File: config.mk
export PLATFORM = sky130hd
export DESIGN_NAME = ringtone_text_note_parser_unit_flat
export DESIGN_NICKNAME = d
export VERILOG_FILES = /design/src/design/rtnp_pkg.sv /design/src/design/rtnp_if.sv /design/src/design/ringtone_text_note_parser_unit.sv /design/src/design/rtnp_front.sv /design/src/design/rtnp_fifo.sv /design/src/design/rtnp_back.sv /design/src/flat_wrapper.sv
export SDC_FILE = /design/constraint.sdc
export NUM_CORES = 1
export LEC_CHECK = 0
export BUFFER_PORTS_ARGS = -buffer_cell sky130_fd_sc_hd__buf_2
export CAP_MARGIN = 20
export CORE_MARGIN = 2
export CORE_UTILIZATION = 25
export DETAILED_ROUTE_END_ITERATION = 12
export HOLD_SLACK_MARGIN = 0.15
export SYNTH_ARGS = -nofsm -noshare
export SYNTH_HDL_FRONTEND = slang
export SYNTH_HIERARCHICAL = 1
export SYNTH_SLANG_ARGS = --single-unit
File: constraint.sdc
create_clock -name clk -period 4.9 [get_ports clk]
set_clock_uncertainty 0.05 [all_clocks]
set_input_delay 0.49 -clock clk [delete_from_list [all_inputs] [get_ports clk]]
set_output_delay 0.49 -clock clk [all_outputs]
set_load 0.01 [all_outputs]
File: src/design/rtnp_pkg.sv
`timescale 1ns / 1ps
`default_nettype none
package rtnp_pkg;
    localparam int CharW = 8;
    localparam int DurW = 16;
    localparam int OctW = 4;
    localparam int NoteW = 8;
    localparam int LenW = 32;
    localparam int NumMax = 65535;
    localparam logic [DurW-1:0] CapReset = 16'd180;
    localparam logic [DurW-1:0] TempoReset = 16'd63;
    localparam int FifoDepthDefault = 4;

    localparam logic [0:0] RegDurationCap = 1'b0;
    localparam logic [0:0] RegOctaveOffset = 1'b1;

    localparam logic [3:0] PhColon = 4'd0;
    localparam logic [3:0] PhHdrD = 4'd1;
    localparam logic [3:0] PhDSkip = 4'd2;
    localparam logic [3:0] PhDNum = 4'd3;
    localparam logic [3:0] PhHdrO = 4'd4;
    localparam logic [3:0] PhOSkip = 4'd5;
    localparam logic [3:0] PhODigit = 4'd6;
    localparam logic [3:0] PhOSep = 4'd7;
    localparam logic [3:0] PhHdrB = 4'd8;
    localparam logic [3:0] PhBSkip = 4'd9;
    localparam logic [3:0] PhBNum = 4'd10;
    localparam logic [3:0] PhNoteLen = 4'd11;
    localparam logic [3:0] PhNoteShp = 4'd12;
    localparam logic [3:0] PhNoteDot = 4'd13;
    localparam logic [3:0] PhNoteOct = 4'd14;
    localparam logic [3:0] PhNoteSep = 4'd15;

    // Command from the parser to the arithmetic back end.
    localparam logic [1:0] CmdTempo = 2'd0;
    localparam logic [1:0] CmdNote = 2'd1;
    localparam logic [1:0] CmdEmit = 2'd2;

    typedef struct packed {
        logic [1:0] cmd;
        logic [DurW-1:0] divisor;
        logic [3:0] semitone;
        logic is_rest;
        logic [OctW-1:0] octave;
        logic dotted;
        logic song_end;
    } cmd_t;

    typedef struct packed {
        logic is_rest;
        logic [NoteW-1:0] note_number;
        logic [DurW-1:0] duration_ms;
        logic song_end;
    } result_t;
endpackage
`default_nettype wire

File: src/design/rtnp_if.sv
`timescale 1ns / 1ps
`default_nettype none
interface rtnp_char_if;
    logic valid;
    logic ready;
    logic [7:0] text_char;
    modport source (output valid, output text_char, input ready);
    modport sink (input valid, input text_char, output ready);
endinterface

interface rtnp_res_if;
    logic valid;
    logic ready;
    logic is_rest;
    logic [7:0] note_number;
    logic [15:0] duration_ms;
    logic song_end;
    modport source (output valid, output is_rest, output note_number,
                    output duration_ms, output song_end, input ready);
    modport sink (input valid, input is_rest, input note_number,
                  input duration_ms, input song_end, output ready);
endinterface

interface rtnp_cfg_if;
    logic valid;
    logic ready;
    logic [0:0] index;
    logic [15:0] data;
    modport source (output valid, output index, output data, input ready);
    modport sink (input valid, input index, input data, output ready);
endinterface
`default_nettype wire

File: src/design/ringtone_text_note_parser_unit.sv
`timescale 1ns / 1ps
`default_nettype none
// Ringtone text parser: one character is taken per word on text_in and a
// note result word appears on note_out. A character that both closes a
// note and opens the next one, or that ends a header without tempo and
// opens a note, makes two commands and holds the input off until the
// second is queued. A note letter or tempo field starts a 32-step
// shift-subtract division in the back end, and a queue of Depth commands
// lets characters keep flowing meanwhile. Configuration words on cfg set
// the duration cap (index 0) and the octave shift (index 1) and are
// always taken.
// No clearing pass after reset.
module ringtone_text_note_parser_unit #(
    parameter int Depth = rtnp_pkg::FifoDepthDefault
) (
    input wire logic clk,
    input wire logic rst_n,
    rtnp_char_if.sink text_in,
    rtnp_res_if.source note_out,
    rtnp_cfg_if.sink cfg
);
    logic [15:0] cap_reg;
    logic [3:0] ofs_reg;
    logic q_full, q_push, q_pop, q_empty;
    rtnp_pkg::cmd_t push_cmd, pop_cmd;
    rtnp_pkg::result_t res;
    logic rv;

    // Configuration is accepted every cycle.
    assign cfg.ready = 1'b1;
    always_ff @(posedge clk or negedge rst_n)
    begin
        if (!rst_n)
        begin
            cap_reg <= rtnp_pkg::CapReset;
            ofs_reg <= '0;
        end
        else if (cfg.valid)
        begin
            if (cfg.index == rtnp_pkg::RegDurationCap)
                cap_reg <= cfg.data;
            else
                ofs_reg <= cfg.data[3:0];
        end
    end

    rtnp_front u_front (
        .clk(clk), .rst_n(rst_n),
        .in_valid(text_in.valid), .in_ready(text_in.ready),
        .in_char(text_in.text_char),
        .q_full(q_full), .q_push(q_push), .q_cmd(push_cmd)
    );

    rtnp_fifo #(.Depth(Depth)) u_fifo (
        .clk(clk), .rst_n(rst_n),
        .push(q_push), .push_data(push_cmd), .full(q_full),
        .pop(q_pop), .pop_data(pop_cmd), .empty(q_empty)
    );

    rtnp_back u_back (
        .clk(clk), .rst_n(rst_n),
        .q_empty(q_empty), .q_cmd(pop_cmd), .q_pop(q_pop),
        .duration_cap(cap_reg), .oct_shift(ofs_reg),
        .res_valid(rv), .res_ready(note_out.ready), .res(res)
    );

    assign note_out.valid = rv;
    assign note_out.is_rest = res.is_rest;
    assign note_out.note_number = res.note_number;
    assign note_out.duration_ms = res.duration_ms;
    assign note_out.song_end = res.song_end;
endmodule
`default_nettype wire

File: src/design/rtnp_front.sv
`timescale 1ns / 1ps
`default_nettype none
// Character parser. Every character is handled in the cycle it is taken. A
// character that closes one note and opens the next, or ends a bare header
// and opens a note, yields two commands; the second is held in a register
// and pushed once the queue has room, while the input is held off.
module rtnp_front (
    input wire logic clk,
    input wire logic rst_n,
    input wire logic in_valid,
    output logic in_ready,
    input wire logic [7:0] in_char,
    input wire logic q_full,
    output logic q_push,
    output rtnp_pkg::cmd_t q_cmd
);
    logic [3:0] phase_reg, phase_next;
    logic [15:0] num_reg, num_next;
    logic [15:0] dlen_reg, dlen_next;
    logic [3:0] doct_reg, doct_next;
    logic hold_reg, hold_next;
    rtnp_pkg::cmd_t hold_cmd_reg, hold_cmd_next;
    logic pa_push, pb_push;
    rtnp_pkg::cmd_t pa_cmd, pb_cmd;
    logic sep_done;
    logic is_dig;
    logic [19:0] acc_wide;
    logic [15:0] acc_sat;
    logic [15:0] div_sel;
    logic [3:0] semi;
    logic [3:0] ph;
    logic go;
    logic pend_note;

    assign in_ready = !q_full && !hold_reg;
    assign go = in_valid && in_ready;
    assign is_dig = in_char >= 8'd48 && in_char <= 8'd57;
    assign acc_wide = {num_reg, 3'b000} + {2'b00, num_reg, 1'b0}
                      + {16'd0, in_char[3:0]};
    assign acc_sat = (acc_wide > 20'(rtnp_pkg::NumMax)) ? 16'hFFFF : acc_wide[15:0];

    always_comb
    begin
        case (in_char)
            8'h63: semi = 4'd1;
            8'h64: semi = 4'd3;
            8'h65: semi = 4'd5;
            8'h66: semi = 4'd6;
            8'h67: semi = 4'd8;
            8'h61: semi = 4'd10;
            8'h62: semi = 4'd12;
            default: semi = 4'd0;
        endcase
    end

    assign div_sel = (num_reg != 16'd0) ? num_reg :
                     ((dlen_reg != 16'd0) ? dlen_reg : 16'd1);

    // The parser has fall-through phases; they are resolved by walking the
    // phase forward within the same cycle (each step is narrow).
    always_comb
    begin
        phase_next = phase_reg;
        num_next = num_reg;
        dlen_next = dlen_reg;
        doct_next = doct_reg;
        hold_next = hold_reg;
        hold_cmd_next = hold_cmd_reg;
        q_push = 1'b0;
        q_cmd = '0;
        pa_push = 1'b0;
        pa_cmd = '0;
        pb_push = 1'b0;
        pb_cmd = '0;
        sep_done = 1'b0;
        ph = phase_reg;
        pend_note = phase_reg >= rtnp_pkg::PhNoteShp;
        if (go)
        begin
            if (in_char == 8'd0)
            begin
                if (pend_note)
                begin
                    pa_push = 1'b1;
                    pa_cmd.cmd = rtnp_pkg::CmdEmit;
                    pa_cmd.song_end = 1'b1;
                end
                phase_next = rtnp_pkg::PhColon;
                num_next = '0;
                dlen_next = 16'd4;
                doct_next = 4'd6;
            end
            else
            begin
                if (ph == rtnp_pkg::PhHdrD && in_char != 8'h64)
                    ph = rtnp_pkg::PhHdrO;
                if (ph == rtnp_pkg::PhHdrO && in_char != 8'h6F)
                    ph = rtnp_pkg::PhHdrB;
                if (ph == rtnp_pkg::PhHdrB && in_char != 8'h62)
                begin
                    // Without a tempo field the default tempo is used.
                    pa_push = 1'b1;
                    pa_cmd.cmd = rtnp_pkg::CmdTempo;
                    pa_cmd.divisor = rtnp_pkg::TempoReset;
                    num_next = '0;
                    ph = rtnp_pkg::PhNoteLen;
                end
                if (ph == rtnp_pkg::PhNoteShp && in_char != 8'h23)
                    ph = rtnp_pkg::PhNoteDot;
                if (ph == rtnp_pkg::PhNoteDot && in_char != 8'h2E)
                    ph = rtnp_pkg::PhNoteOct;
                if (ph == rtnp_pkg::PhNoteOct && !is_dig)
                    ph = rtnp_pkg::PhNoteSep;
                if (ph == rtnp_pkg::PhNoteSep)
                begin
                    pa_push = 1'b1;
                    pa_cmd.cmd = rtnp_pkg::CmdEmit;
                    num_next = '0;
                    ph = rtnp_pkg::PhNoteLen;
                    // A comma is used up by the separator itself.
                    sep_done = in_char == 8'h2C;
                end
                phase_next = ph;
                if (!sep_done)
                begin
                    case (ph)
                        rtnp_pkg::PhColon:
                            if (in_char == 8'h3A)
                                phase_next = rtnp_pkg::PhHdrD;
                        rtnp_pkg::PhHdrD: phase_next = rtnp_pkg::PhDSkip;
                        rtnp_pkg::PhDSkip:
                        begin
                            num_next = '0;
                            phase_next = rtnp_pkg::PhDNum;
                        end
                        rtnp_pkg::PhDNum:
                            if (is_dig)
                                num_next = acc_sat;
                            else
                            begin
                                if (num_reg != 16'd0)
                                    dlen_next = num_reg;
                                phase_next = rtnp_pkg::PhHdrO;
                            end
                        rtnp_pkg::PhHdrO: phase_next = rtnp_pkg::PhOSkip;
                        rtnp_pkg::PhOSkip: phase_next = rtnp_pkg::PhODigit;
                        rtnp_pkg::PhODigit:
                        begin
                            if (in_char >= 8'd51 && in_char <= 8'd55)
                                doct_next = in_char[3:0];
                            phase_next = rtnp_pkg::PhOSep;
                        end
                        rtnp_pkg::PhOSep: phase_next = rtnp_pkg::PhHdrB;
                        rtnp_pkg::PhHdrB: phase_next = rtnp_pkg::PhBSkip;
                        rtnp_pkg::PhBSkip:
                        begin
                            num_next = '0;
                            phase_next = rtnp_pkg::PhBNum;
                        end
                        rtnp_pkg::PhBNum:
                            if (is_dig)
                                num_next = acc_sat;
                            else
                            begin
                                pb_push = 1'b1;
                                pb_cmd.cmd = rtnp_pkg::CmdTempo;
                                pb_cmd.divisor = num_reg;
                                num_next = '0;
                                phase_next = rtnp_pkg::PhNoteLen;
                            end
                        rtnp_pkg::PhNoteLen:
                            if (is_dig)
                                num_next = (phase_reg == rtnp_pkg::PhNoteLen) ? acc_sat
                                           : {12'd0, in_char[3:0]};
                            else
                            begin
                                // Coming from another phase, the length
                                // number is still empty.
                                pb_push = 1'b1;
                                pb_cmd.cmd = rtnp_pkg::CmdNote;
                                pb_cmd.divisor = (phase_reg == rtnp_pkg::PhNoteLen) ? div_sel
                                                 : ((dlen_reg != 16'd0) ? dlen_reg : 16'd1);
                                pb_cmd.semitone = semi;
                                pb_cmd.is_rest = semi == 4'd0;
                                pb_cmd.octave = doct_reg;
                                num_next = '0;
                                phase_next = rtnp_pkg::PhNoteShp;
                            end
                        rtnp_pkg::PhNoteShp:
                        begin
                            pb_push = 1'b1;
                            pb_cmd.cmd = rtnp_pkg::CmdNote;
                            pb_cmd.divisor = 16'd0;
                            pb_cmd.semitone = 4'd1;
                            phase_next = rtnp_pkg::PhNoteDot;
                        end
                        rtnp_pkg::PhNoteDot:
                        begin
                            pb_push = 1'b1;
                            pb_cmd.cmd = rtnp_pkg::CmdNote;
                            pb_cmd.divisor = 16'd0;
                            pb_cmd.dotted = 1'b1;
                            phase_next = rtnp_pkg::PhNoteOct;
                        end
                        rtnp_pkg::PhNoteOct:
                        begin
                            pb_push = 1'b1;
                            pb_cmd.cmd = rtnp_pkg::CmdNote;
                            pb_cmd.divisor = 16'd0;
                            pb_cmd.song_end = 1'b1;
                            pb_cmd.octave = in_char[3:0];
                            phase_next = rtnp_pkg::PhNoteSep;
                        end
                        default: phase_next = ph;
                    endcase
                end
            end
        end

        // The first command goes to the queue now; a second one waits in
        // the hold register for the next free slot.
        if (hold_reg)
        begin
            q_push = !q_full;
            q_cmd = hold_cmd_reg;
            if (!q_full)
                hold_next = 1'b0;
        end
        else if (pa_push)
        begin
            q_push = 1'b1;
            q_cmd = pa_cmd;
            if (pb_push)
            begin
                hold_next = 1'b1;
                hold_cmd_next = pb_cmd;
            end
        end
        else
        begin
            q_push = pb_push;
            q_cmd = pb_cmd;
        end
    end

    always_ff @(posedge clk or negedge rst_n)
    begin
        if (!rst_n)
        begin
            phase_reg <= rtnp_pkg::PhColon;
            num_reg <= '0;
            dlen_reg <= 16'd4;
            doct_reg <= 4'd6;
            hold_reg <= 1'b0;
            hold_cmd_reg <= '0;
        end
        else
        begin
            phase_reg <= phase_next;
            num_reg <= num_next;
            dlen_reg <= dlen_next;
            doct_reg <= doct_next;
            hold_reg <= hold_next;
            hold_cmd_reg <= hold_cmd_next;
        end
    end

    assert property (@(posedge clk) disable iff (!rst_n)
        q_push |-> !q_full)
        else $error("push into a full queue");
    assert property (@(posedge clk) disable iff (!rst_n)
        (go && in_char == 8'd0) |=> phase_reg == rtnp_pkg::PhColon)
        else $error("end of song did not restart parsing");
    assert property (@(posedge clk) disable iff (!rst_n)
        (dlen_reg != 16'd0))
        else $error("default length became zero");
endmodule
`default_nettype wire

File: src/design/rtnp_fifo.sv
`timescale 1ns / 1ps
`default_nettype none
module rtnp_fifo #(
    parameter int Depth = rtnp_pkg::FifoDepthDefault
) (
    input wire logic clk,
    input wire logic rst_n,
    input wire logic push,
    input wire rtnp_pkg::cmd_t push_data,
    output logic full,
    input wire logic pop,
    output rtnp_pkg::cmd_t pop_data,
    output logic empty
);
    localparam int AW = (Depth > 1) ? $clog2(Depth) : 1;
    rtnp_pkg::cmd_t mem [Depth];
    logic [AW-1:0] wr_reg, rd_reg;
    logic [AW:0] cnt_reg;

    assign full = cnt_reg == (AW+1)'(Depth);
    assign empty = cnt_reg == '0;
    assign pop_data = mem[rd_reg];

    always_ff @(posedge clk)
    begin
        if (push)
            mem[wr_reg] <= push_data;
    end

    always_ff @(posedge clk or negedge rst_n)
    begin
        if (!rst_n)
        begin
            wr_reg <= '0;
            rd_reg <= '0;
            cnt_reg <= '0;
        end
        else
        begin
            if (push)
                wr_reg <= (wr_reg == AW'(Depth - 1)) ? '0 : wr_reg + 1'b1;
            if (pop)
                rd_reg <= (rd_reg == AW'(Depth - 1)) ? '0 : rd_reg + 1'b1;
            cnt_reg <= cnt_reg + (AW+1)'(push) - (AW+1)'(pop);
        end
    end

    assert property (@(posedge clk) disable iff (!rst_n)
        pop |-> !empty)
        else $error("pop from an empty queue");
    assert property (@(posedge clk) disable iff (!rst_n)
        cnt_reg <= (AW+1)'(Depth))
        else $error("queue count overflow");
    assert property (@(posedge clk) disable iff (!rst_n)
        (push && !pop) |=> cnt_reg == $past(cnt_reg) + 1'b1)
        else $error("queue count did not advance");
endmodule
`default_nettype wire

File: src/design/rtnp_back.sv
`timescale 1ns / 1ps
`default_nettype none
// Arithmetic back end: a shared 32 by 16 restoring divider, one quotient
// bit per cycle, forms the whole-note length and each note length.
module rtnp_back (
    input wire logic clk,
    input wire logic rst_n,
    input wire logic q_empty,
    input wire rtnp_pkg::cmd_t q_cmd,
    output logic q_pop,
    input wire logic [15:0] duration_cap,
    input wire logic [3:0] oct_shift,
    output logic res_valid,
    input wire logic res_ready,
    output rtnp_pkg::result_t res
);
    localparam logic [1:0] SIdle = 2'd0;
    localparam logic [1:0] SDiv = 2'd1;
    localparam logic [1:0] SOut = 2'd2;

    logic [1:0] st_reg, st_next;
    logic [31:0] whole_reg;
    logic [31:0] quo_reg;
    logic [16:0] rem_reg;
    logic [15:0] dvs_reg;
    logic [4:0] bit_reg;
    logic div_tempo_reg;
    logic [31:0] plen_reg;
    logic [3:0] psemi_reg;
    logic prest_reg;
    logic [3:0] poct_reg;
    logic [17:0] trial;
    logic [16:0] rem_sh;
    logic [31:0] dur32;
    logic [7:0] oct8;
    logic [7:0] nn;
    rtnp_pkg::cmd_t c;

    assign c = q_cmd;
    assign rem_sh = {rem_reg[15:0], quo_reg[31]};
    assign trial = {1'b0, rem_sh} - {2'b00, dvs_reg};
    assign q_pop = (st_reg == SIdle) && !q_empty;

    assign dur32 = {1'b0, plen_reg[31:1]};
    assign oct8 = {4'd0, poct_reg} + {4'd0, oct_shift};
    assign nn = ({oct8[4:0], 3'b000} + {oct8[5:0], 2'b00}) + {4'd0, psemi_reg} - 8'd48;

    always_ff @(posedge clk or negedge rst_n)
    begin
        if (!rst_n)
        begin
            st_reg <= SIdle;
            whole_reg <= '0;
            bit_reg <= '0;
            res_valid <= 1'b0;
        end
        else
        begin
            case (st_reg)
                SIdle:
                    if (!q_empty)
                    begin
                        case (c.cmd)
                            rtnp_pkg::CmdTempo:
                            begin
                                // A tempo of zero is played as one beat per minute.
                                quo_reg <= 32'd60000;
                                rem_reg <= '0;
                                dvs_reg <= (c.divisor != 16'd0) ? c.divisor : 16'd1;
                                div_tempo_reg <= 1'b1;
                                bit_reg <= '0;
                                st_reg <= SDiv;
                            end
                            rtnp_pkg::CmdNote:
                                if (c.divisor != 16'd0)
                                begin
                                    quo_reg <= whole_reg;
                                    rem_reg <= '0;
                                    dvs_reg <= c.divisor;
                                    div_tempo_reg <= 1'b0;
                                    bit_reg <= '0;
                                    psemi_reg <= c.semitone;
                                    prest_reg <= c.is_rest;
                                    poct_reg <= c.octave;
                                    st_reg <= SDiv;
                                end
                                else if (c.dotted)
                                    plen_reg <= plen_reg + {1'b0, plen_reg[31:1]};
                                else if (c.song_end)
                                    poct_reg <= c.octave;
                                else if (!prest_reg)
                                    psemi_reg <= psemi_reg + 4'd1;
                            default:
                            begin
                                res.is_rest <= prest_reg;
                                res.note_number <= prest_reg ? 8'd0 : nn;
                                res.duration_ms <= (dur32 > {16'd0, duration_cap})
                                                   ? duration_cap : dur32[15:0];
                                res.song_end <= c.song_end;
                                res_valid <= 1'b1;
                                st_reg <= SOut;
                            end
                        endcase
                    end
                SDiv:
                begin
                    if (trial[17])
                    begin
                        rem_reg <= rem_sh;
                        quo_reg <= {quo_reg[30:0], 1'b0};
                    end
                    else
                    begin
                        rem_reg <= trial[16:0];
                        quo_reg <= {quo_reg[30:0], 1'b1};
                    end
                    bit_reg <= bit_reg + 5'd1;
                    if (bit_reg == 5'd31)
                    begin
                        st_reg <= SIdle;
                        if (div_tempo_reg)
                            whole_reg <= {quo_reg[28:0], !trial[17], 2'b00};
                        else
                            plen_reg <= {quo_reg[30:0], !trial[17]};
                    end
                end
                default:
                    if (res_ready)
                    begin
                        res_valid <= 1'b0;
                        st_reg <= SIdle;
                    end
            endcase
        end
    end

    assert property (@(posedge clk) disable iff (!rst_n)
        res_valid |-> st_reg == SOut)
        else $error("result shown outside output state");
    assert property (@(posedge clk) disable iff (!rst_n)
        (st_reg == SDiv) |-> dvs_reg != 16'd0)
        else $error("division by zero");
    assert property (@(posedge clk) disable iff (!rst_n)
        q_pop |-> st_reg == SIdle)
        else $error("command taken while busy");
endmodule
`default_nettype wire
File: src/flat_wrapper.sv
// flat-port wrapper written by rule: the top's interface ports become plain ports
module ringtone_text_note_parser_unit_flat 
#(
    parameter int Depth = rtnp_pkg::FifoDepthDefault
)
  (clk, rst_n, text_in_valid, text_in_text_char, text_in_ready, note_out_valid, note_out_is_rest, note_out_note_number, note_out_duration_ms, note_out_song_end, note_out_ready, cfg_valid, cfg_index, cfg_data, cfg_ready);
  rtnp_char_if text_in_i ();
  rtnp_res_if note_out_i ();
  rtnp_cfg_if cfg_i ();
  input wire logic clk;
  input wire logic rst_n;
  input wire logic [$bits(text_in_i.valid)-1:0] text_in_valid;
  input wire logic [$bits(text_in_i.text_char)-1:0] text_in_text_char;
  output wire logic [$bits(text_in_i.ready)-1:0] text_in_ready;
  output wire logic [$bits(note_out_i.valid)-1:0] note_out_valid;
  output wire logic [$bits(note_out_i.is_rest)-1:0] note_out_is_rest;
  output wire logic [$bits(note_out_i.note_number)-1:0] note_out_note_number;
  output wire logic [$bits(note_out_i.duration_ms)-1:0] note_out_duration_ms;
  output wire logic [$bits(note_out_i.song_end)-1:0] note_out_song_end;
  input wire logic [$bits(note_out_i.ready)-1:0] note_out_ready;
  input wire logic [$bits(cfg_i.valid)-1:0] cfg_valid;
  input wire logic [$bits(cfg_i.index)-1:0] cfg_index;
  input wire logic [$bits(cfg_i.data)-1:0] cfg_data;
  output wire logic [$bits(cfg_i.ready)-1:0] cfg_ready;
  assign text_in_i.valid = text_in_valid;
  assign text_in_i.text_char = text_in_text_char;
  assign text_in_ready = text_in_i.ready;
  assign note_out_valid = note_out_i.valid;
  assign note_out_is_rest = note_out_i.is_rest;
  assign note_out_note_number = note_out_i.note_number;
  assign note_out_duration_ms = note_out_i.duration_ms;
  assign note_out_song_end = note_out_i.song_end;
  assign note_out_i.ready = note_out_ready;
  assign cfg_i.valid = cfg_valid;
  assign cfg_i.index = cfg_index;
  assign cfg_i.data = cfg_data;
  assign cfg_ready = cfg_i.ready;
  ringtone_text_note_parser_unit #(.Depth(Depth)) u_core (.clk(clk), .rst_n(rst_n), .text_in(text_in_i), .note_out(note_out_i), .cfg(cfg_i));
endmodule
==> results.json, run 1 <==
{
  "syn_to_final_growth_pct": 13.96,
  "num_rows": 106,
  "tightest_slew_ns": 1.019,
  "start_kind": "flop",
  "clk_root_buffer_cell": "clkbuf_16",
  "min_period_over_period": 0.8339,
  "drcViolationCount": 0,
  "htree_levels": 2,
  "slew_headroom": 0.3189,
  "netlist_area_mm2": 0.02093,
  "yosysSeqAreaShare": 0.5165,
  "cts_buffer_depth": 3,
  "yosysWarnings": 6,
  "die_width_um": 293.3,
  "max-vdd-ir-drop_v": 0.0003256,
  "grt_pass1_wl_um": 77490,
  "die_height_um": 293.3,
  "synthCells": 1763,
  "routabilityCongestion": 0.8648,
  "nFillCells": 8541,
  "rsz0062_at_grt": "no",
  "synth-edff-count": 248,
  "worstSetupEndpointType": "flop",
  "yosysUniqueCellTypes": 105,
  "vias": 13990,
  "clkLatencyLatePin_ns": 0.56,
  "crit_fanout": 29,
  "regToRegSetupSlack_ns": 0.81,
  "clk_pin_slew_worst_paths_ns": 0.06,
  "io_buffers": 57,
  "max_freq_ghz": 0.2447,
  "hold_class": "primary input to flop",
  "fin_crit_ns": 4.086,
  "powerDensity_mw_per_mm2": 525.5,
  "grt_pass1_vias": 14130,
  "wl_per_cell_um": 16.38,
  "critPathKind": "flop to flop",
  "drive_gt1_frac": 0.1625,
  "hpwl_um": 34460,
  "ys_seq_elements": 382,
  "cp.arrival_ns": 4.23,
  "cp.required_ns": 5.05,
  "drt_wl_total_um": 47920,
  "ant_nets": 0,
  "fp.dieArea_mm2": 0.08604,
  "maxCapViolCount": 0,
  "layout_common_cells": "edfxtp_1 (248), nand2_1 (153), ha_1 (134), dfrtp_1 (126), nor2_1 (99)",
  "place_area_mm2": 0.02231,
  "start_util": 0.2513,
  "fin_setup_tns_ns": 0,
  "status": "completed",
  "nNetsFinal": 1986,
  "syn_avg_cell_area_um2": 11.87,
  "grt_overflow_total": 0,
  "drtPass1Iterations": 7,
  "num_io_pins": 59,
  "cts_resized": 0,
  "total_power_w": 0.01253,
  "fp.coreArea_mm2": 0.08329,
  "synthFlopType": "edfxtp_1",
  "cts_sinks": 382,
  "holdPathEnd": "u_core/u_front/doct_reg[2]",
  "antenna_found_initial": 1,
  "largest_reg_flops": 116,
  "drtIter0Drc": 915,
  "fin_area_mm2": 0.02385,
  "final_common_cell": "edfxtp_1",
  "r2r_start": "u_core/u_fifo/cnt_reg[1]",
  "antenna_cells": 0,
  "tritoncts": "done",
  "finalSetupViolations": 0,
  "groute.usage.overall": 0.1107,
  "hold-path-cell-count": 2,
  "grt_max_degree": 77,
  "hold_violations": 0,
  "vias_per_cell": 4.783,
  "slew_violations": 0,
  "async_reset_ff_frac": 0.3508,
  "min_from": "text_in_text_char[2]",
  "reg2reg_to": "u_core/u_fifo/mem[3][24]",
  "rr_worst_depth": 11,
  "leakagePower_nw": 9.569,
  "syn_nets": 1935,
  "cts_made_buffers": 40
}
stage by stage:
stage | worst slack, ns | std cells | hold WS (ns) | utilization
finish | 0.8138 | 2926 | 0.3023 | 0.2863
global placement | 0.7832 | 2834 | 0.4052 | 0.2679
floorplan | 1.166 | 1763 | 0.1444 | -
CTS | 0.7986 | 2926 | 0.2659 | 0.2863
detailed placement | 0.5737 | 2834 | 0.4123 | 0.2679
global route | 0.2390 | 2926 | 0.3029 | 0.2863
cell families after synthesis:
logic type                 share of synthesized area
xor gates and xnor gates                     0.02176
DFF                                           0.5165
adders and majority gates                    0.08777
buffers and inverters                        0.03785
and+or+nand+nor                               0.1072
other                                      0.0001792
AOI/OAI and AO/OA                             0.1451
muxes                                        0.08364
worst max-delay path, cell delays in order, from the launching register on:
cell and delay [ns]:
dfrtp_1 0.35, inv_1 0.09, and3_1 0.18, nor2_1 0.19, nand2_1 0.27, nor3_1 0.52, nand3_1 0.18, nor3_1 0.42
nor2_1 0.13, a21boi_0 0.72, and2_1 0.23, buf_4 0.40
power breakdown:
part	switching, W	internal (W)
clock	0.00126	0.00185
combinational	0.00272	0.00175
sequential	0.000413	0.00455
timing repair:
| item | in CTS | in global routing |
|---|---|---|
| setup endpoints to repair | 0 | 0 |
| hold buffers | 18 | 0 |
| endpoints found under the hold margin | 75 | 0 |
| buffers inserted | 0 | 0 |
synthesized netlist by cell type, types with 8 or more instances:
| master | instances | area share |
|---|---|---|
| and3_1 | 16 | 0.0048 |
| fa_1 | 8 | 0.0077 |
| ha_1 | 134 | 0.080 |
| dfrtp_1 | 127 | 0.15 |
| mux4_2 | 28 | 0.030 |
| nand4_1 | 19 | 0.0057 |
| xnor2_1 | 29 | 0.012 |
| and2_1 | 19 | 0.0057 |
| a21o_1 | 30 | 0.011 |
| o2bb2ai_1 | 12 | 0.0050 |
| nor2b_1 | 19 | 0.0057 |
| a22oi_1 | 11 | 0.0039 |
| o21a_1 | 11 | 0.0039 |
| o31ai_1 | 9 | 0.0032 |
| nand3_1 | 24 | 0.0057 |
| nor3_1 | 27 | 0.0065 |
| a22o_1 | 48 | 0.020 |
| xor2_1 | 23 | 0.0096 |
| o21ai_0 | 83 | 0.020 |
| nor2_1 | 99 | 0.018 |
| edfxtp_1 | 248 | 0.36 |
| nand2b_1 | 10 | 0.0030 |
| a31oi_1 | 12 | 0.0036 |
| nor4_1 | 21 | 0.0063 |
| inv_1 | 92 | 0.017 |
| o211ai_1 | 14 | 0.0050 |
| nand2_1 | 153 | 0.027 |
| mux2_2 | 74 | 0.040 |
| buf_6 | 8 | 0.0043 |
| mux2_4 | 10 | 0.0072 |
| a21oi_1 | 89 | 0.021 |
| mux2i_1 | 11 | 0.0053 |
| clkbuf_1 | 54 | 0.0097 |
| buf_2 | 14 | 0.0033 |
| a211oi_1 | 17 | 0.0061 |
layer usage:
layer  share of wire  routed length, um  track usage
met5         0.00027                 13            0
met4           0.023               1082      0.03447
met3           0.039               1889      0.01823
met2            0.48              23050       0.1858
met1            0.46              21880       0.1456
layout make-up:
cell class,count,area (um^2),area share
inverter,92,345.3,0.01448
multi-input combinational,1200,9339,0.3916
timing repair buffer,98,644.4,0.02702
tap,1080,1351,0.05666
clock buffer,60,1189,0.04984
clock inverter,14,170.2,0.007135
sequential,382,10810,0.4533
how the worst max path moves through the flow:
stage                     slack (ns)                  endpoint                startpoint  depth (start not counted)
final                           0.81  u_core/u_fifo/mem[3][24]  u_core/u_fifo/cnt_reg[1]                         11
after global routing            0.24  u_core/u_fifo/mem[3][14]  u_core/u_fifo/cnt_reg[1]                         11
after CTS                       0.80  u_core/u_fifo/mem[3][14]  u_core/u_fifo/cnt_reg[1]                         11
after detailed placement        0.57  u_core/u_fifo/mem[3][23]      text_in_text_char[1]                         10
after global placement          0.78  u_core/u_fifo/mem[3][22]      text_in_text_char[1]                         10
after floorplan                 1.17   u_core/u_fifo/mem[0][0]      text_in_text_char[1]                          9
No activity file was read; power rests on OpenSTA's default activity.
==> run 2: changes to the inputs <==
==> constraint.sdc (replaced) <==
create_clock -name clk -period 3.85 [get_ports clk]
set_clock_uncertainty 0.05 [all_clocks]
set_input_delay 0.385 -clock clk [delete_from_list [all_inputs] [get_ports clk]]
set_output_delay 0.385 -clock clk [all_outputs]
set_load 0.01 [all_outputs]
==> results.json, run 2 (synthesis gave the netlist of run 1 again) <==
{
  "critPathKind": "flop to flop",
  "finalSetupViolations": 0,
  "largest_reg_flops": 116,
  "powerDensity_mw_per_mm2": 677.6,
  "hold_class": "primary input to flop",
  "io_buffers": 57,
  "place_ws_ns": 0.08472,
  "drtPass1Iterations": 5,
  "cts_sinks": 382,
  "htree_levels": 2,
  "slew_violations": 0,
  "clk_pin_slew_worst_paths_ns": 0.07,
  "die_height_um": 293.3,
  "fin_area_mm2": 0.02430,
  "cts_buffer_depth": 3,
  "fp.dieArea_mm2": 0.08604,
  "nNetsFinal": 2028,
  "drtIter0Drc": 983,
  "fin_setup_tns_ns": 0,
  "crit_fanout": 5,
  "regToRegSetupSlack_ns": 0.30,
  "start_util": 0.2513,
  "gr-usage-met2": 0.1850,
  "tritoncts": "done",
  "routabilityCongestion": 0.8618,
  "min_period_over_period": 0.9232,
  "place_area_mm2": 0.02271,
  "final_core_util": 0.2918,
  "maxCapViolCount": 0,
  "clkLatencyLatePin_ns": 0.57,
  "grt_pass1_wl_um": 77850,
  "hold_violations": 0,
  "die_width_um": 293.3,
  "drive_gt1_frac": 0.1806,
  "grt.busiest_layer": "met2",
  "setup_ws_ns": 0.2956,
  "drt_wl_total_um": 48080,
  "fin_crit_ns": 3.554,
  "syn_to_final_growth_pct": 16.13,
  "vias": 14180,
  "clk_root_buffer_cell": "clkbuf_16",
  "hpwl_um": 34720,
  "max-vdd-ir-drop_v": 0.0004032,
  "start_kind": "flop",
  "cp.required_ns": 4.26,
  "cp.arrival_ns": 3.96,
  "grt_max_degree": 77,
  "tightest_slew_ns": 1.004,
  "grt_pass1_vias": 14250,
  "ant_nets": 0,
  "vias_per_cell": 4.778,
  "rsz0062_at_grt": "no",
  "wl_per_cell_um": 16.20,
  "met3_usage": 0.01407,
  "grtUsageMet1": 0.1488,
  "groute.usage.overall": 0.1104,
  "leakagePower_nw": 9.822,
  "layout_common_cells": "edfxtp_1 (248), nand2_1 (153), ha_1 (134), dfrtp_1 (126), nor2_1 (99)",
  "drcViolationCount": 0,
  "num_rows": 106,
  "cts_made_buffers": 41,
  "grt_overflow_total": 0,
  "antenna_found_initial": 0,
  "num_io_pins": 59,
  "worstSetupEndpointType": "flop",
  "status": "completed",
  "slew_headroom": 0.3305,
  "antenna_cells": 0,
  "final_common_cell": "edfxtp_1",
  "fp.coreArea_mm2": 0.08329,
  "max_freq_ghz": 0.2813
}
## run 2: critical path, stage by stage (launching register included)
cell	delay [ns]
dfrtp_1	0.40
fa_1	0.53
inv_1	0.07
fa_1	0.44
nand2b_1	0.19
a21oi_1	0.26
o41ai_1	0.14
o311ai_1	0.37
a31oi_1	0.13
buf_4	0.17
or3b_2	0.43
a32o_1	0.25
## run 2: cell type report
cell class / instances / area [um^2]
clock inverter: 22 / 294.0
inverter: 92 / 345.3
multi-input combinational: 1200 / 9339
fill: 8477 / 58990
sequential: 382 / 10810
timing repair buffer: 139 / 1040
tap: 1080 / 1351
clock buffer: 53 / 1124
## run 2: what timing repair did
item,4_1_cts,5_1_grt
gates resized for setup,0,1
hold buffers,18,0
setup endpoints to repair,0,1
setup buffers,0,0
endpoints found under the hold margin,76,0
## run 2: power by group
group | leakage, nW | switching (W) | internal (W)
sequential | 4.08 | 0.000449 | 0.00579
combinational | 5.05 | 0.00361 | 0.00250
clock | 0.684 | 0.00164 | 0.00248
## run 2: worst paths after layout
kind,from,endpoint,cells after the start
setup reg to reg,u_core/u_front/num_reg[0],u_core/u_front/num_reg[1],11
max in group asynchronous,rst_n,u_core/u_fifo/rd_reg[0],3
setup / recovery,u_core/u_front/num_reg[0],u_core/u_front/num_reg[1],11
min in group asynchronous,rst_n,u_core/cap_reg[15],2
hold / removal,cfg_valid,u_core/ofs_reg[2],3
hold reg to reg,u_core/u_front/hold_cmd_reg[9],u_core/u_front/hold_cmd_reg[9],2
## run 2: routing by layer
layer	share of wire	routed length (um)
met3	0.036	1728
met5	0	0
met4	0.021	1031
met1	0.46	22220
met2	0.48	23110
## run 2: per-stage QoR
step / total power, W / hold WS, ns / instances
after floorplan: 0.01062 / 0.03941 / 1763
after global placement: 0.01226 / 0.3817 / 2875
after detailed placement: 0.01242 / 0.3943 / 2875
after CTS: 0.01664 / 0.1809 / 2968
after global routing: 0.01750 / 0.2081 / 2968
final: 0.01647 / 0.2146 / 2968
==> run 3: changes to the inputs <==
--- a/config.mk
+++ b/config.mk
@@ -11,6 +11,8 @@
 export CORE_UTILIZATION = 25
 export DETAILED_ROUTE_END_ITERATION = 12
 export HOLD_SLACK_MARGIN = 0.15
+export RECOVER_POWER = 50
+export SETUP_SLACK_MARGIN = 0.4
 export SYNTH_ARGS = -nofsm -noshare
 export SYNTH_HDL_FRONTEND = slang
 export SYNTH_HIERARCHICAL = 1
==> results.json, run 3 (synthesis gave the netlist of run 1 again) <==
{
  "regToRegSetupSlack_ns": 0.44,
  "maxCapViolCount": 3,
  "num_rows": 106,
  "die_height_um": 293.3,
  "start_kind": "flop",
  "slew_violations": 116,
  "cts_made_buffers": 40,
  "drive_gt1_frac": 0.1621,
  "tightest_slew_ns": 2.283,
  "p_clk_frac": 0.257,
  "path_depth": 9,
  "power_frac_seq": 0.380,
  "antenna_found_initial": 0,
  "critPathBufInv": 0,
  "drcViolationCount": 0,
  "p_int_w": 0.01076,
  "drt_wl_total_um": 48140,
  "htree_levels": 2,
  "leakagePower_nw": 9.702,
  "reg2reg_to": "u_core/u_back/plen_reg[24]",
  "nNetsFinal": 2028,
  "antenna_cells": 0,
  "combPwrFrac": 0.363,
  "clk_root_buffer_cell": "clkbuf_16",
  "finalSetupViolations": 0,
  "grt_pass1_vias": 14260,
  "path_cells": "ha_1 > fa_1 > a21o_1 > a221oi_4 > o21bai_1 > o41a_1 > a41oi_2 > xor2_1 > o21ai_1",
  "ant_nets": 0,
  "powerDensity_mw_per_mm2": 678.9,
  "final_common_cell": "edfxtp_1",
  "tritoncts": "done",
  "grt_pass1_wl_um": 77250,
  "cp.arrival_ns": 3.59,
  "cts_sinks": 382,
  "hold_violations": 0,
  "min_period_over_period": 0.8854,
  "r2r_start": "u_core/u_back/plen_reg[1]",
  "fin_setup_tns_ns": 0,
  "switchingPower_w": 0.005727,
  "grt_max_degree": 77,
  "fp.dieArea_mm2": 0.08604,
  "layout_common_cells": "edfxtp_1 (248), nand2_1 (153), ha_1 (134), dfrtp_1 (126), nor2_1 (99)",
  "final_core_util": 0.2916,
  "fin_cells": 2968,
  "cts_buffer_depth": 3,
  "violations": "max-capacitance violations, max-slew violations",
  "max-vdd-ir-drop_v": 0.0003376,
  "groute.usage.overall": 0.1097,
  "grt_overflow_total": 0,
  "start_util": 0.2513,
  "hold-path-cell-count": 4,
  "min_from": "text_in_valid",
  "routabilityCongestion": 0.8996,
  "drtPass1Iterations": 5,
  "syn_to_final_growth_pct": 16.06,
  "crit_slowest_cell": "o41a_1",
  "setup_ws_ns": 0.4411,
  "cp.required_ns": 4.03,
  "path_delay_family": "compound AO/OA/AOI/OAI gates",
  "status": "complete, but fails checks",
  "crit_fanout": 8,
  "hpwl_um": 34740,
  "vias": 14270,
  "clkLatencyLatePin_ns": 0.57,
  "place_ws_ns": 0.08458,
  "die_width_um": 293.3,
  "worstSetupEndpointType": "flop",
  "rr_worst_depth": 9,
  "vias_per_cell": 4.808,
  "sw_frac_of_total": 0.3473,
  "critPathKind": "flop to flop",
  "whs_ns": 0.1916,
  "rsz0062_at_grt": "yes",
  "clk_pin_slew_worst_paths_ns": 0.06,
  "max_freq_ghz": 0.2933,
  "fp.coreArea_mm2": 0.08329,
  "slew_headroom": -0.5248,
  "largest_reg_flops": 116,
  "holdPathEnd": "u_core/u_front/num_reg[0]",
  "num_io_pins": 59,
  "wl_per_cell_um": 16.22,
  "io_buffers": 57,
  "hold_class": "primary input to flop",
  "dpl.cell_count": 2871,
  "slowest_delay_ns": 0.52,
  "fin_crit_ns": 3.409,
  "drtIter0Drc": 927
}
==> run 3: worst register-to-register path, stage by stage (launching register included) <==
cell and delay (ns):
edfxtp_1 0.43, ha_1 0.25, fa_1 0.42, a21o_1 0.25, a221oi_4 0.31, o21bai_1 0.30
o41a_1 0.53, a41oi_2 0.30, xor2_1 0.18, o21ai_1 0.07
==> run 3: timing repair <==
item,in CTS,in global routing
resized for setup,5,17
buffers inserted,0,4
endpoints found under the setup margin,6,180
hold buffers,18,0
gates cloned,0,0
pin swaps,1,12
endpoints found under the hold margin,75,0
==> run 3: area by class of cell <==
type                            instances  area, um^2
Fill cell                            8501       59000
Sequential cell                       382       10810
Multi-Input combinational cell       1200        9382
Tap cell                             1080        1351
Clock buffer                           52        1086
Timing Repair Buffer                  140       950.9
Clock inverter                         22       361.6
Inverter                               92       345.3
==> run 3: worst max path at each step <==
stage,start,slack (ns),to
after floorplan,u_core/u_front/num_reg[0],0.41,u_core/u_front/num_reg[1]
after global placement,text_in_text_char[3],0.11,u_core/u_front/num_reg[1]
after detailed placement,text_in_text_char[3],0.08,u_core/u_front/num_reg[2]
after CTS,u_core/u_back/plen_reg[1],0.42,u_core/u_back/plen_reg[24]
after global routing,u_core/u_fifo/cnt_reg[1],0.22,u_core/u_front/hold_cmd_reg[14]
final,u_core/u_back/plen_reg[1],0.44,u_core/u_back/plen_reg[24]
==> run 3: through the flow <==
stage	power, W	instance area [um^2]
final	0.01649	24290
after global routing	0.01757	24290
after CTS	0.01671	24300
after detailed placement	0.01237	22660
after global placement	0.01223	22660
after floorplan	0.01061	20930
==> run 3: power groups by stage <==
| stage | registers, W | clock network, W | logic (W) |
|---|---|---|---|
| finish | 0.00626 | 0.00424 | 0.00598 |
| global route | 0.00637 | 0.00452 | 0.00668 |
| CTS | 0.00627 | 0.00437 | 0.00607 |
| detailed placement | 0.00635 | 0 | 0.00602 |
| global placement | 0.00631 | 0 | 0.00592 |
| floorplan | 0.00616 | 0 | 0.00446 |
==> run 3: routing by layer <==
metal / wire length (um) / share of wire / track usage / up-vias
li1: - / - / - / 6828
met1: 22480 / 0.47 / 0.1491 / 7067
met2: 22590 / 0.47 / 0.1792 / 292
met3: 1905 / 0.040 / 0.01634 / 83
met4: 1163 / 0.024 / 0.03522 / 0
met5: 0 / 0 / 0 / -
